### config.mk
export PLATFORM = sky130hd
export DESIGN_NAME = apt_regs
export DESIGN_NICKNAME = d
export VERILOG_FILES = /design/src/sv/apt_pkg.sv /design/src/sv/apt_regs.sv
export SDC_FILE = /design/constraint.sdc
export NUM_CORES = 1
export LEC_CHECK = 0
export BUFFER_PORTS_ARGS = -buffer_cell sky130_fd_sc_hd__buf_2
export CORE_AREA = 2 2 251 253
export CTS_CLUSTER_DIAMETER = 120
export DETAILED_ROUTE_END_ITERATION = 10
export DIE_AREA = 0 0 253 255
export HOLD_SLACK_MARGIN = 0.06
export PLACE_DENSITY = 0.64
export SKIP_CTS_REPAIR_TIMING = 1
export SLEW_MARGIN = 0
export SYNTH_ARGS = -nofsm -noshare
export SYNTH_HDL_FRONTEND = slang
export SYNTH_SLANG_ARGS = --single-unit
### constraint.sdc
create_clock -name aclk -period 3.5 [get_ports aclk]
set_clock_uncertainty 0.1 [all_clocks]
set_input_delay 0.175 -clock aclk [delete_from_list [all_inputs] [get_ports aclk]]
set_output_delay 0.175 -clock aclk [all_outputs]
set_load 0.02 [all_outputs]
### src/sv/apt_pkg.sv
package apt_pkg;

    // Fixed-point format of coordinates and coefficients
    localparam int COORD_WIDTH = 32;
    localparam int FRAC_BITS   = 16;

    // Port field width of one coordinate
    localparam int DATA_W = 32;

    // Configuration register file
    localparam int NUM_REGS = 8;
    localparam int REG_W    = 64;
    localparam int IDX_W    = $clog2(NUM_REGS);
    localparam int ADDR_W   = IDX_W + 3;

    // Datapath widths: a product, or a translation term scaled up by FRAC_BITS
    localparam int EXT_W  = (COORD_WIDTH > FRAC_BITS) ? COORD_WIDTH : FRAC_BITS;
    localparam int PROD_W = COORD_WIDTH + EXT_W;
    localparam int SUM_W  = PROD_W + 2;

    typedef enum logic [1:0] {
        ACT_AFFINE = 2'd0,
        ACT_FULL   = 2'd1,
        ACT_LINEAR = 2'd2
    } action_t;

    typedef logic signed [COORD_WIDTH-1:0] coord_t;
    typedef coord_t [3:0] vec_t;
    typedef vec_t   [3:0] mat_t;

    typedef logic signed [PROD_W-1:0] prod_t;
    typedef prod_t [3:0] prow_t;
    typedef prow_t [3:0] pmat_t;

    typedef logic signed [SUM_W-1:0] sum_t;
    typedef sum_t  [1:0] pair_t;
    typedef pair_t [3:0] pairs_t;

    // Per-stage control that travels with the data
    typedef struct packed {
        logic valid;
        logic full;
        logic affine;
    } tag_t;

    // Identity matrix after reset
    localparam logic [REG_W-1:0] REG_RESET [NUM_REGS] = '{
        64'd65536, 64'd0, 64'd281474976710656, 64'd0,
        64'd0, 64'd65536, 64'd0, 64'd281474976710656
    };

    function automatic coord_t to_coord(input logic [DATA_W-1:0] f);
        return coord_t'(f[COORD_WIDTH-1:0]);
    endfunction

endpackage

### src/sv/apt_regs.sv
module apt_regs (
    input  logic                       aclk,
    input  logic                       aresetn,
    input  logic                       psel,
    input  logic                       penable,
    input  logic                       pwrite,
    input  logic [apt_pkg::ADDR_W-1:0] paddr,
    input  logic [apt_pkg::REG_W-1:0]  pwdata,
    output logic [apt_pkg::REG_W-1:0]  prdata,
    output apt_pkg::mat_t              coef
);
    import apt_pkg::*;

    logic [REG_W-1:0] regs_reg [NUM_REGS];
    logic [IDX_W-1:0] idx;
    logic             wr_en;

    assign idx    = paddr[ADDR_W-1:3];
    assign wr_en  = psel & penable & pwrite;
    assign prdata = regs_reg[idx];

    always_ff @(posedge aclk) begin
        if (!aresetn) begin
            for (int i = 0; i < NUM_REGS; i++) begin
                regs_reg[i] <= REG_RESET[i];
            end
        end else if (wr_en) begin
            regs_reg[idx] <= pwdata;
        end
    end

    // even column in the low half, odd column in the high half
    always_comb begin
        for (int r = 0; r < 4; r++) begin
            for (int k = 0; k < 4; k++) begin
                if (k % 2 == 1) begin
                    coef[r][k] = coord_t'(regs_reg[r*2 + k/2][32 +: COORD_WIDTH]);
                end else begin
                    coef[r][k] = coord_t'(regs_reg[r*2 + k/2][0 +: COORD_WIDTH]);
                end
            end
        end
    end

endmodule

# Yosys cells after proc, flatten, opt, wreduce, memory -nomap -nowiden
# Memories as Yosys holds them, arrays and structs flattened.
# Index checks and enable logic that the tools add are counted.
dict set report totals {
  reg_bits 0
  mem_bits_rw 512
  word_cells 11
  in_bits 75
  output_inout_bits 576
  memories 1
}
# memory depth word_bits read_ports rd_clocked_by_memory_dff write_ports line_no
set mem_list {}
lappend mem_list {regs_reg 8 64 9 0 8 apt_regs.sv:14} ;# logic [REG_W-1:0] regs_reg [NUM_REGS];
dict set report classes {
  bitwise_logic 2
  mux 7
  reduce_logical 1
}
# operator n
set ops {}
lappend ops {{64-bit 2-to-1 mux} 1}
lappend ops {{64-bit OR reduction} 1}
lappend ops {{1-bit 2-to-1 mux} 5}
lappend ops {{3-bit 2-to-1 mux} 1}
lappend ops {{1-bit bitwise AND} 2}

# Depth between registers and ports, before layout
dict set report depth {
  ltp_word 7
  ltp_mapped 6
  mapped_depth_nobuf 3
}

# Worst setup path before layout
# No wires, ideal clock.
dict set report synth_timing {
  path_kind {input to register}
  start {input port paddr[3] (netlist name)}
  end {memory regs_reg[4][0], enable pin}
  arrival_time_ps 2543
  setup_time_ps 433
  path_slack_ps 424
  required_time_ps 2967
  path_stages 5
  path_buffers 3
  path_cell_list {buf_2 > buf_2 > nor3_1 > buf_2 > nand2b_1}
}
# item line_no
set synth_rtl {}
lappend synth_rtl {{start, declared} apt_regs.sv:7} ;# input logic [apt_pkg::ADDR_W-1:0] paddr,
lappend synth_rtl {{end, declared} apt_regs.sv:14}

==> impl_metrics.ini <==
[worst_setup_path]
critPathLaunch = aresetn
crit_path_end_kind = flop
worstSetupPathType = in -> reg
cpPeakStageDelay_ns = 0.58
startpoint_type = primary input
crit_fanout = 41
critPathArrivalTime_ns = 2.88
path_cells = dlygate4sd3_1 > buf_2 > and4_1 > and3_4 > nand2b_4 > buf_12
required_ns = 3.66
cpMaxStageDelayCell = dlygate4sd3_1

[clock_tree]
cts_tree = yes
clock-root-buffer = clkbuf_16
numCtsBuffers = 53
clock_sink_count = 512
clk_pin_slew_ns = 0.06
clock_path_buffers = 3
htreeDepth = 2

[power_and_ir_drop]
cellPowerDensity_mw_per_mm2 = 508
p_leak_uw = 0.0114
vdd_drop_max_mv = 0.390

[yosys]
ys_seq_area_share_pct = 67.3
yosys_warnings = 0
syn_area_per_cell_sq_um = 17.1
ys_ff_latch = 512
synth_nets = 1412
synth_edf_count = 512
syn_area_sq_mm = 0.0228
post_synth_num_cell_types = 24
synthCells = 1337
synthFlopType = edfxtp_1
async_flop_share_pct = 0

[floorplanning]
std_cell_rows = 92
core_sq_mm = 0.0622
dieArea_sq_mm = 0.0645
initial_core_util_pct = 36.7
die_h_um = 255
die_x_um = 253
io_pins = 651

[timing]
fin_tns_setup_ns = 0
fmax_mhz = 367
rsz0062_at_grt = false
drv_slew = 0
finalCritPeriodShare_pct = 77.8
relSlewSlack_pct = 31.2
min_period_ns = 2.72
tightestPinTransition_ns = 1.03
final_hold_viol_count = 0
setup_viol = 0

[detailed_routing]
drt_iter0_markers = 1120
drt-total-wl_mm = 76.6
vias_per_cell = 5.20
drc = 0
drt-wirelength-per-cell_um = 26.5
vias = 15000
ant_nets = 0
firstDrtPassIters = 7

[global_route]
grt_pass1_vias = 14700
grt_pass1_wl_mm = 106
track_usage_pct = 22.8
antenna_found_initial = 0
globalRouteOverflowTotal = 0
grt_start_max_net_pins = 65

[final_layout]
multi_input_area_sq_mm = 0.00706
syn2layout_area_growth_pct = 29.1
layout_commonest_cell = buf_2
drive_gt1_share_pct = 46.0
mostFrequentLayoutCells = 644 x buf_2, 512 x edfxtp_1, 508 x and2_1, 127 x mux4_2, 65 x dlygate4sd3_1
fillers = 5396
regArea_sq_mm = 0.0154
fin_cells = 2886
largest_reg_flops = 512
final_net_count = 2116

[placed_design]
routabilityCongestion = 0.843
numPortBuffers = 647
hpwl_mm = 48.2
dpl.cell_count = 2720

[status]
status = completed

[hold_path]
hp-start = paddr[4]
hp-class = in -> reg

[flow_run]
cap_violations = 0
==> worst max-delay path: cells and delay by family <==
family	cells	cell delay, ns
simple gates	3	1.25
buf+inv	3	1.37
==> routing by layer <==
metal	share of wire [%]	GRT usage, %
met2	49	38.0
met4	2.8	6.51
met3	8.5	5.77
met5	0	0
met1	40	29.7
==> Yosys cell counts, types with 2 or more instances <==
master	count	area, sq um
and2_1	508	3180
and3_1	2	12.5
buf_2	24	120
buf_6	11	124
clkbuf_1	28	105
clkbuf_2	30	150
edfxtp_1	512	15400
mux2_2	63	709
mux4_2	127	2860
nand2_1	2	7.51
nand2b_1	13	81.3
nor3_1	4	20.0
nor4_1	2	12.5
==> final timing paths <==
kind                                   endpoint  slack, ns  cells after the start
setup / recovery  regs_reg[2][59]$_SDFFCE_PN0P_       0.78                      6
hold / removal    regs_reg[0][63]$_SDFFCE_PN0P_       0.17                      3
==> per-stage QoR <==
step / setup WS, ns / hold WS (ns) / util [%] / power, uW / area [sq um]
floorplan: 0.424 / 0.253 / - / 8510 / 22800
global placement: 0.730 / 0.423 / 43.6 / 9350 / 27100
detailed placement: 0.688 / 0.436 / 43.6 / 9380 / 27100
CTS: 1.08 / -0.199 / 46.4 / 15000 / 28800
global route: 0.681 / 0.172 / 47.4 / 15400 / 29500
finish: 0.778 / 0.171 / 47.4 / 15000 / 29500
==> final cells by class <==
type,instances,area share [%]
clock buffers,68,4.83
multi-input cells,730,23.9
repair buffers,743,14.6
inverters,1,0.0127
flip-flops and latches,512,52.2
clock inverters,32,1.01
diodes,1,0.00849
well taps,799,3.39
==> where the power goes <==
group	switching, uW	total, uW	internal, uW
clock network	2410	5660	3260
registers	195	7270	7080
logic	1290	2020	739
total	3890	15000	11100
==> cell families (layout without fill, tap and decap cells) <==
group / Yosys count / count (layout) / share of synthesized area (%)
muxes: 191 / 191 / 15.7
buffers and inverters: 95 / 844 / 2.22
and+or+nand+nor: 536 / 536 / 14.7
DFF: 512 / 512 / 67.3
AOI/OAI and AO/OA: 3 / 3 / 0.110
other: 0 / 1 / 0
No activity file was read; power rests on OpenSTA's default activity.
