## src/sv/apt_pkg.sv

```systemverilog
package apt_pkg;

    // Fixed-point format of coordinates and coefficients
    localparam int COORD_WIDTH = 32;
    localparam int FRAC_BITS   = 16;

    // Port field width of one coordinate
    localparam int DATA_W = 32;

    // Configuration register file
    localparam int NUM_REGS = 8;
    localparam int REG_W    = 64;
    localparam int IDX_W    = $clog2(NUM_REGS);
    localparam int ADDR_W   = IDX_W + 3;

    // Datapath widths: a product, or a translation term scaled up by FRAC_BITS
    localparam int EXT_W  = (COORD_WIDTH > FRAC_BITS) ? COORD_WIDTH : FRAC_BITS;
    localparam int PROD_W = COORD_WIDTH + EXT_W;
    localparam int SUM_W  = PROD_W + 2;

    typedef enum logic [1:0] {
        ACT_AFFINE = 2'd0,
        ACT_FULL   = 2'd1,
        ACT_LINEAR = 2'd2
    } action_t;

    typedef logic signed [COORD_WIDTH-1:0] coord_t;
    typedef coord_t [3:0] vec_t;
    typedef vec_t   [3:0] mat_t;

    typedef logic signed [PROD_W-1:0] prod_t;
    typedef prod_t [3:0] prow_t;
    typedef prow_t [3:0] pmat_t;

    typedef logic signed [SUM_W-1:0] sum_t;
    typedef sum_t  [1:0] pair_t;
    typedef pair_t [3:0] pairs_t;

    // Per-stage control that travels with the data
    typedef struct packed {
        logic valid;
        logic full;
        logic affine;
    } tag_t;

    // Identity matrix after reset
    localparam logic [REG_W-1:0] REG_RESET [NUM_REGS] = '{
        64'd65536, 64'd0, 64'd281474976710656, 64'd0,
        64'd0, 64'd65536, 64'd0, 64'd281474976710656
    };

    function automatic coord_t to_coord(input logic [DATA_W-1:0] f);
        return coord_t'(f[COORD_WIDTH-1:0]);
    endfunction

endpackage

```

## src/sv/apt_acc.sv

```systemverilog
module apt_acc (
    input  logic                          aclk,
    input  logic                          aresetn,
    input  apt_pkg::tag_t                 in_tag,
    input  apt_pkg::pmat_t                in_prod,
    output logic                          in_ready,
    output logic                          m_tvalid,
    input  logic                          m_tready,
    output logic [4*apt_pkg::DATA_W-1:0]  m_tdata,
    output logic [0:0]                    m_tuser
);
    import apt_pkg::*;

    localparam sum_t HALF   = sum_t'(64'sd1 <<< (FRAC_BITS - 1));
    localparam sum_t SAT_HI = sum_t'((64'sd1 <<< (COORD_WIDTH - 1)) - 64'sd1);
    localparam sum_t SAT_LO = -SAT_HI - sum_t'(1);

    tag_t   tag2_reg;
    pairs_t pairs_reg;
    pairs_t pairs_next;

    logic                     out_valid_reg;
    logic [4*DATA_W-1:0]      data_reg;
    logic [4*DATA_W-1:0]      data_next;
    logic                     clip_reg;
    logic                     clip_next;
    logic                     out_ready;

    assign out_ready = !out_valid_reg | m_tready;
    assign in_ready  = !tag2_reg.valid | out_ready;
    assign m_tvalid  = out_valid_reg;
    assign m_tdata   = data_reg;
    assign m_tuser   = clip_reg;

    // stage 2: two partial sums per row
    always_comb begin
        for (int r = 0; r < 4; r++) begin
            pairs_next[r][0] = sum_t'(in_prod[r][0]) + sum_t'(in_prod[r][1]);
            pairs_next[r][1] = sum_t'(in_prod[r][2]) + sum_t'(in_prod[r][3]);
        end
    end

    // stage 3: row sum, round half up, saturate
    always_comb begin
        sum_t                     tot [4];
        sum_t                     shr [4];
        logic [3:0]               sat;
        coord_t                   res [4];
        logic signed [DATA_W-1:0] ext [4];
        for (int r = 0; r < 4; r++) begin
            tot[r] = pairs_reg[r][0] + pairs_reg[r][1] + HALF;
            shr[r] = tot[r] >>> FRAC_BITS;
            if (shr[r] > SAT_HI) begin
                res[r] = coord_t'(SAT_HI[COORD_WIDTH-1:0]);
                sat[r] = 1'b1;
            end else if (shr[r] < SAT_LO) begin
                res[r] = coord_t'(SAT_LO[COORD_WIDTH-1:0]);
                sat[r] = 1'b1;
            end else begin
                res[r] = coord_t'(shr[r][COORD_WIDTH-1:0]);
                sat[r] = 1'b0;
            end
            ext[r] = DATA_W'(res[r]);
        end
        if (!tag2_reg.full) begin
            ext[3] = '0;
        end
        clip_next = sat[0] | sat[1] | sat[2] | (tag2_reg.full & sat[3]);
        data_next = {ext[3], ext[2], ext[1], ext[0]};
    end

    always_ff @(posedge aclk) begin
        if (!aresetn) begin
            tag2_reg      <= '0;
            out_valid_reg <= 1'b0;
        end else begin
            if (in_ready) begin
                tag2_reg <= in_tag;
            end
            if (out_ready) begin
                out_valid_reg <= tag2_reg.valid;
            end
        end
    end

    always_ff @(posedge aclk) begin
        if (in_ready && in_tag.valid) begin
            pairs_reg <= pairs_next;
        end
        if (out_ready && tag2_reg.valid) begin
            data_reg <= data_next;
            clip_reg <= clip_next;
        end
    end

endmodule

```

## config.mk

```make
export PLATFORM = sky130hd
export DESIGN_NAME = apt_acc
export DESIGN_NICKNAME = d
export VERILOG_FILES = /design/src/sv/apt_pkg.sv /design/src/sv/apt_acc.sv
export SDC_FILE = /design/constraint.sdc
export NUM_CORES = 2
export LEC_CHECK = 0
export BUFFER_PORTS_ARGS = -buffer_cell sky130_fd_sc_hd__buf_2
export CAP_MARGIN = 20
export CORE_AREA = 2 2 458 460
export DETAILED_ROUTE_END_ITERATION = 10
export DIE_AREA = 0 0 460 462
export PLACE_DENSITY = 0.5
export SKIP_LAST_GASP = 1
export SLEW_MARGIN = 0
export SYNTH_ARGS = -nofsm -noshare
export SYNTH_HDL_FRONTEND = slang
export SYNTH_SLANG_ARGS = --single-unit
```

## constraint.sdc

```tcl
create_clock -name aclk -period 17 [get_ports aclk]
set_clock_uncertainty 0.05 [all_clocks]
set_input_delay 2.55 -clock aclk [delete_from_list [all_inputs] [get_ports aclk]]
set_output_delay 2.55 -clock aclk [all_outputs]
set_load 0.005 [all_outputs]
```

## Yosys cells after proc, flatten, opt, wreduce, memory -nomap -nowiden

Cells that the tools add are included.

- Word-level logic and storage cells: 66
- Memories: 0
- Output and inout bits: 131
- Input bits: 1030
- Latch bits: 0
- Memory bits (writable): 0
- ROM bits: 0
- Register bits after elaboration: 660

- Equality and inequality tests: 0
- Divide/modulo/power cells: 0
- Reductions and logical operators: 5
- Muxes and demuxes: 13
- Bitwise logic cells: 7
- Shift-type cells: 0
- $lt $le $gt $ge: 8
- $add $sub $neg: 16
- $mul: 0

Operators by type and width:

| operator | number |
|---|---|
| 64-bit by 64-bit adder with 65-bit output | 8 |
| 66-bit by 17-bit adder with 66-bit output (second input constant) | 4 |
| 66-bit adder | 4 |
| 50-bit by 32-bit > comparator with 1-bit output (second input constant) | 4 |
| 50-bit by 32-bit < comparator with 1-bit output (second input constant) | 4 |
| 32-bit two-way mux | 4 |
| 31-bit two-way mux | 1 |
| 1-bit two-way mux | 8 |
| 1-bit OR | 5 |
| 1-bit logical AND | 2 |
| 1-bit zero test | 2 |
| 2-bit OR reduction | 1 |
| 1-bit bitwise AND | 1 |
| 1-bit inverter | 1 |

## Longest topological paths before layout

- Word-level depth: 8
- Depth in mapped cells: 21
- Mapped depth without buffers: 20

## Worst setup path before layout

Ideal clock, no wire load.

- Path type: in2reg
- Start: in m_tready
- End: reg pairs_reg[0] in the netlist's numbering, enable pin
- Required time: 15.997 ns
- Cell stages on the path: 3
- Library setup time: 0.953 ns
- Arrival: 14.490 ns
- Path buffers: 0
- Setup slack: 1.507 ns
- Cell sequence: nor2b_1 > nand2_1 > and2_1

- Longest elaborated chain between the ends: 3

RTL lines:

| element | RTL line | RTL |
|---|---|---|
| start, declared | apt_acc.sv:8 | `input logic m_tready,` |
| 1-bit OR | apt_acc.sv:29 | `assign out_ready = !out_valid_reg \| m_tready;` |
| 1-bit OR | apt_acc.sv:30 | `assign in_ready = !tag2_reg.valid \| out_ready;` |
| net in_ready | apt_acc.sv:6 | `output logic in_ready,` |
| 1-bit logical AND | apt_acc.sv:87 | `if (in_ready && in_tag.valid) begin` |
| end signal, assigned | apt_acc.sv:88 | `pairs_reg <= pairs_next;` |
| end, declared | apt_acc.sv:19 | `pairs_t pairs_reg;` |

The timed path passes the listed nets, and every way through them passes these cells.
A chain may end at the register's enable or synchronous reset.

==> impl_metrics.json <==
{
  "status": "complete, no violations",
  "fp.coreArea_mm2": 0.208,
  "path_class": "primary input to flop",
  "rsz0062_at_grt": "no",
  "drive_gt1_frac": 0.187,
  "ant_nets": 0,
  "cp_data_required_time_ns": 17.42,
  "fin_cells": 10263,
  "h-tree-depth": 3,
  "ctsResizeCount": 0,
  "power_density_mw_per_mm2": 105,
  "finalNetCount": 9463,
  "io_pins": 1161,
  "area.growth.synth_to_final_pct": 20.2,
  "synth-seq-cells": 652,
  "maxSlewViolCount": 0,
  "dp_slack_ns": 8.99,
  "grt_max_degree": 116,
  "setup_viol": 0,
  "fin_setup_tns_ns": 0,
  "path_clk_slew_ns": 0.05,
  "ir_drop_mv": 0.0759,
  "placed_area_mm2": 0.0694,
  "register_area_mm2": 0.0195,
  "syn_avg_cell_area_um2": 9.69,
  "synthArstFlopShare": 0,
  "synth_edf_count": 649,
  "final_cell_area_mm2": 0.0726,
  "finalCritPeriodShare": 0.434,
  "drv_cap": 0,
  "cts_setup_buffers": 0,
  "grt_antenna_before_repair": 156,
  "cts_hold_buffers": 0,
  "grt_first_pass_wirelength_mm": 340,
  "vias_per_cell": 5.19,
  "holdWs_ns": 0.485,
  "cp_max_fo": 5,
  "worstSetupStartpointType": "primary input",
  "cts_tree": "built",
  "dieHeight_um": 462,
  "routabilityCongestion": 0.956,
  "die-area_mm2": 0.213,
  "yosysTopAreaCell": "edfxtp_1",
  "fp.dieW_um": 460,
  "wire_per_inst_um": 23.3,
  "clock_sinks": 652,
  "multiInputGateArea_mm2": 0.0397,
  "final_cell_mix": "buf_2 (1159), ha_1 (1020), edfxtp_1 (649)",
  "rrSetupSlack_ns": 10.72,
  "drt_iter0_drc": 3637,
  "power.leakage_nw": 33.7,
  "portBuffers": 1159,
  "end_kind": "flop",
  "synth_area_leaders": "edfxtp_1 (32%), ha_1 (21%), a21o_1 (6.3%)",
  "drt-total-wl_mm": 239,
  "clockBufferDepth": 3,
  "synthesis.area_mm2": 0.0604,
  "fillers": 21323,
  "synth_top_area_share": 0.323,
  "clock_latency_ns": 0.70,
  "period_needed_ns": 7.37,
  "grt_usage": 0.216,
  "yosysWarningCount": 0,
  "dp_hpwl_mm": 206,
  "grt.overflow.total": 0,
  "dp_cells": 10038,
  "hold_path_class": "flop to flop",
  "drt_first_pass_iters": 7,
  "syn-num-nets": 8293,
  "grt_pass1_vias": 52358,
  "final-hold-violation-count": 0,
  "cp.arrival_ns": 7.80,
  "final_common_cell": "buf_2",
  "synthCells": 6235,
  "start_util": 0.290,
  "fin_ws_ns": 9.63,
  "vias": 53229,
  "largest_reg_flops": 520,
  "ys_types": 95,
  "cts-root-buf": "clkbuf_16",
  "slew_headroom": 0.322,
  "worst_pin_slew_ns": 1.00,
  "clock.fmax_ghz": 0.136,
  "synth_flop_cell": "edfxtp_1",
  "cts_buffers": 85,
  "drcViolationCount": 0,
  "rows": 168,
  "synth_seq_area_share": 0.324
}
==> routing by layer <==
metal / GRT usage / vias up / share of wire
li1: - / 26073 / -
met1: 0.254 / 25005 / 0.41
met2: 0.372 / 1613 / 0.48
met3: 0.0466 / 446 / 0.060
met4: 0.104 / 92 / 0.051
met5: 0 / - / 0.0025
==> critical path: stages <==
cell	delay (ns)
buf_2	0.10
ha_1	0.35
a21o_1	0.18
a21o_1	0.17
a21o_1	0.18
a21o_1	0.17
a221oi_1	0.56
o21ai_0	0.18
a31oi_1	0.41
a22oi_1	0.14
buf_4	0.19
a311oi_1	0.61
o41ai_1	0.35
a311oi_1	0.50
o21ai_1	0.27
a31oi_1	0.52
nor2b_1	0.10
o41ai_1	0.26
==> metrics by stage <==
step	utilization	power, mW
after detailed placement	0.334	5.68
final	0.349	7.64
after global routing	0.349	8.16
after floorplan	-	4.61
after CTS	0.348	7.72
after global placement	0.334	5.68
==> synth_stat cells, drive strengths merged, types with 10 or more instances <==
master / n
o21ai: 392
o31ai: 35
a41o: 14
o31a: 18
and2: 43
a221oi: 26
a21o: 509
inv: 220
and4: 27
nor2b: 101
nor3: 87
a221o: 19
ha: 1020
buf: 18
nor2: 312
a211o: 14
and3: 76
o21bai: 96
o211ai: 33
a31oi: 66
a41oi: 17
xor2: 212
nor4: 12
or2: 29
or3: 13
nand3: 129
clkbuf: 79
o2111ai: 10
nand4: 94
a21boi: 31
xnor2: 430
a21oi: 624
a2111oi: 12
a31o: 23
nand2: 406
a211oi: 46
nand2b: 78
edfxtp: 649
o21a: 88
==> layout make-up <==
cell class / instances / share of cell area
clock inverters: 61 / 0.0106
well taps: 2720 / 0.0469
clock buffers: 96 / 0.0307
flip-flops and latches: 652 / 0.269
repair buffers: 1180 / 0.0822
multi-input cells: 5266 / 0.547
inverters: 220 / 0.0114
diodes: 68 / 0.00234
==> logic make-up after synthesis <==
logic type | Yosys count | synth area share
AO/OA/AOI/OAI | 2143 | 0.230
XOR/XNOR | 642 | 0.0931
adder cells (fa/ha/maj) | 1028 | 0.214
buffers and inverters | 317 | 0.0201
flip-flops | 652 | 0.324
multiplexers | 6 | 0.00104
AND/OR/NAND/NOR | 1447 | 0.119
==> final timing paths <==
| path | startpoint | to | depth (start not counted) |
|---|---|---|---|
| worst max-delay path | in_prod[661] | pairs_reg[394] | 18 |
| worst min-delay path | tag2_reg[2] | tag2_reg[1] | 2 |
| worst max register to register | pairs_reg[275] | m_tdata[74] | 17 |
| worst min register to register | tag2_reg[2] | tag2_reg[1] | 2 |
==> power breakdown <==
| part | internal, mW | total, mW | switching, mW |
|---|---|---|---|
| clock | 1.19 | 1.97 | 0.781 |
| combinational | 1.39 | 3.41 | 2.02 |
| sequential | 2.13 | 2.26 | 0.128 |
(Power assumes the default switching activity.)
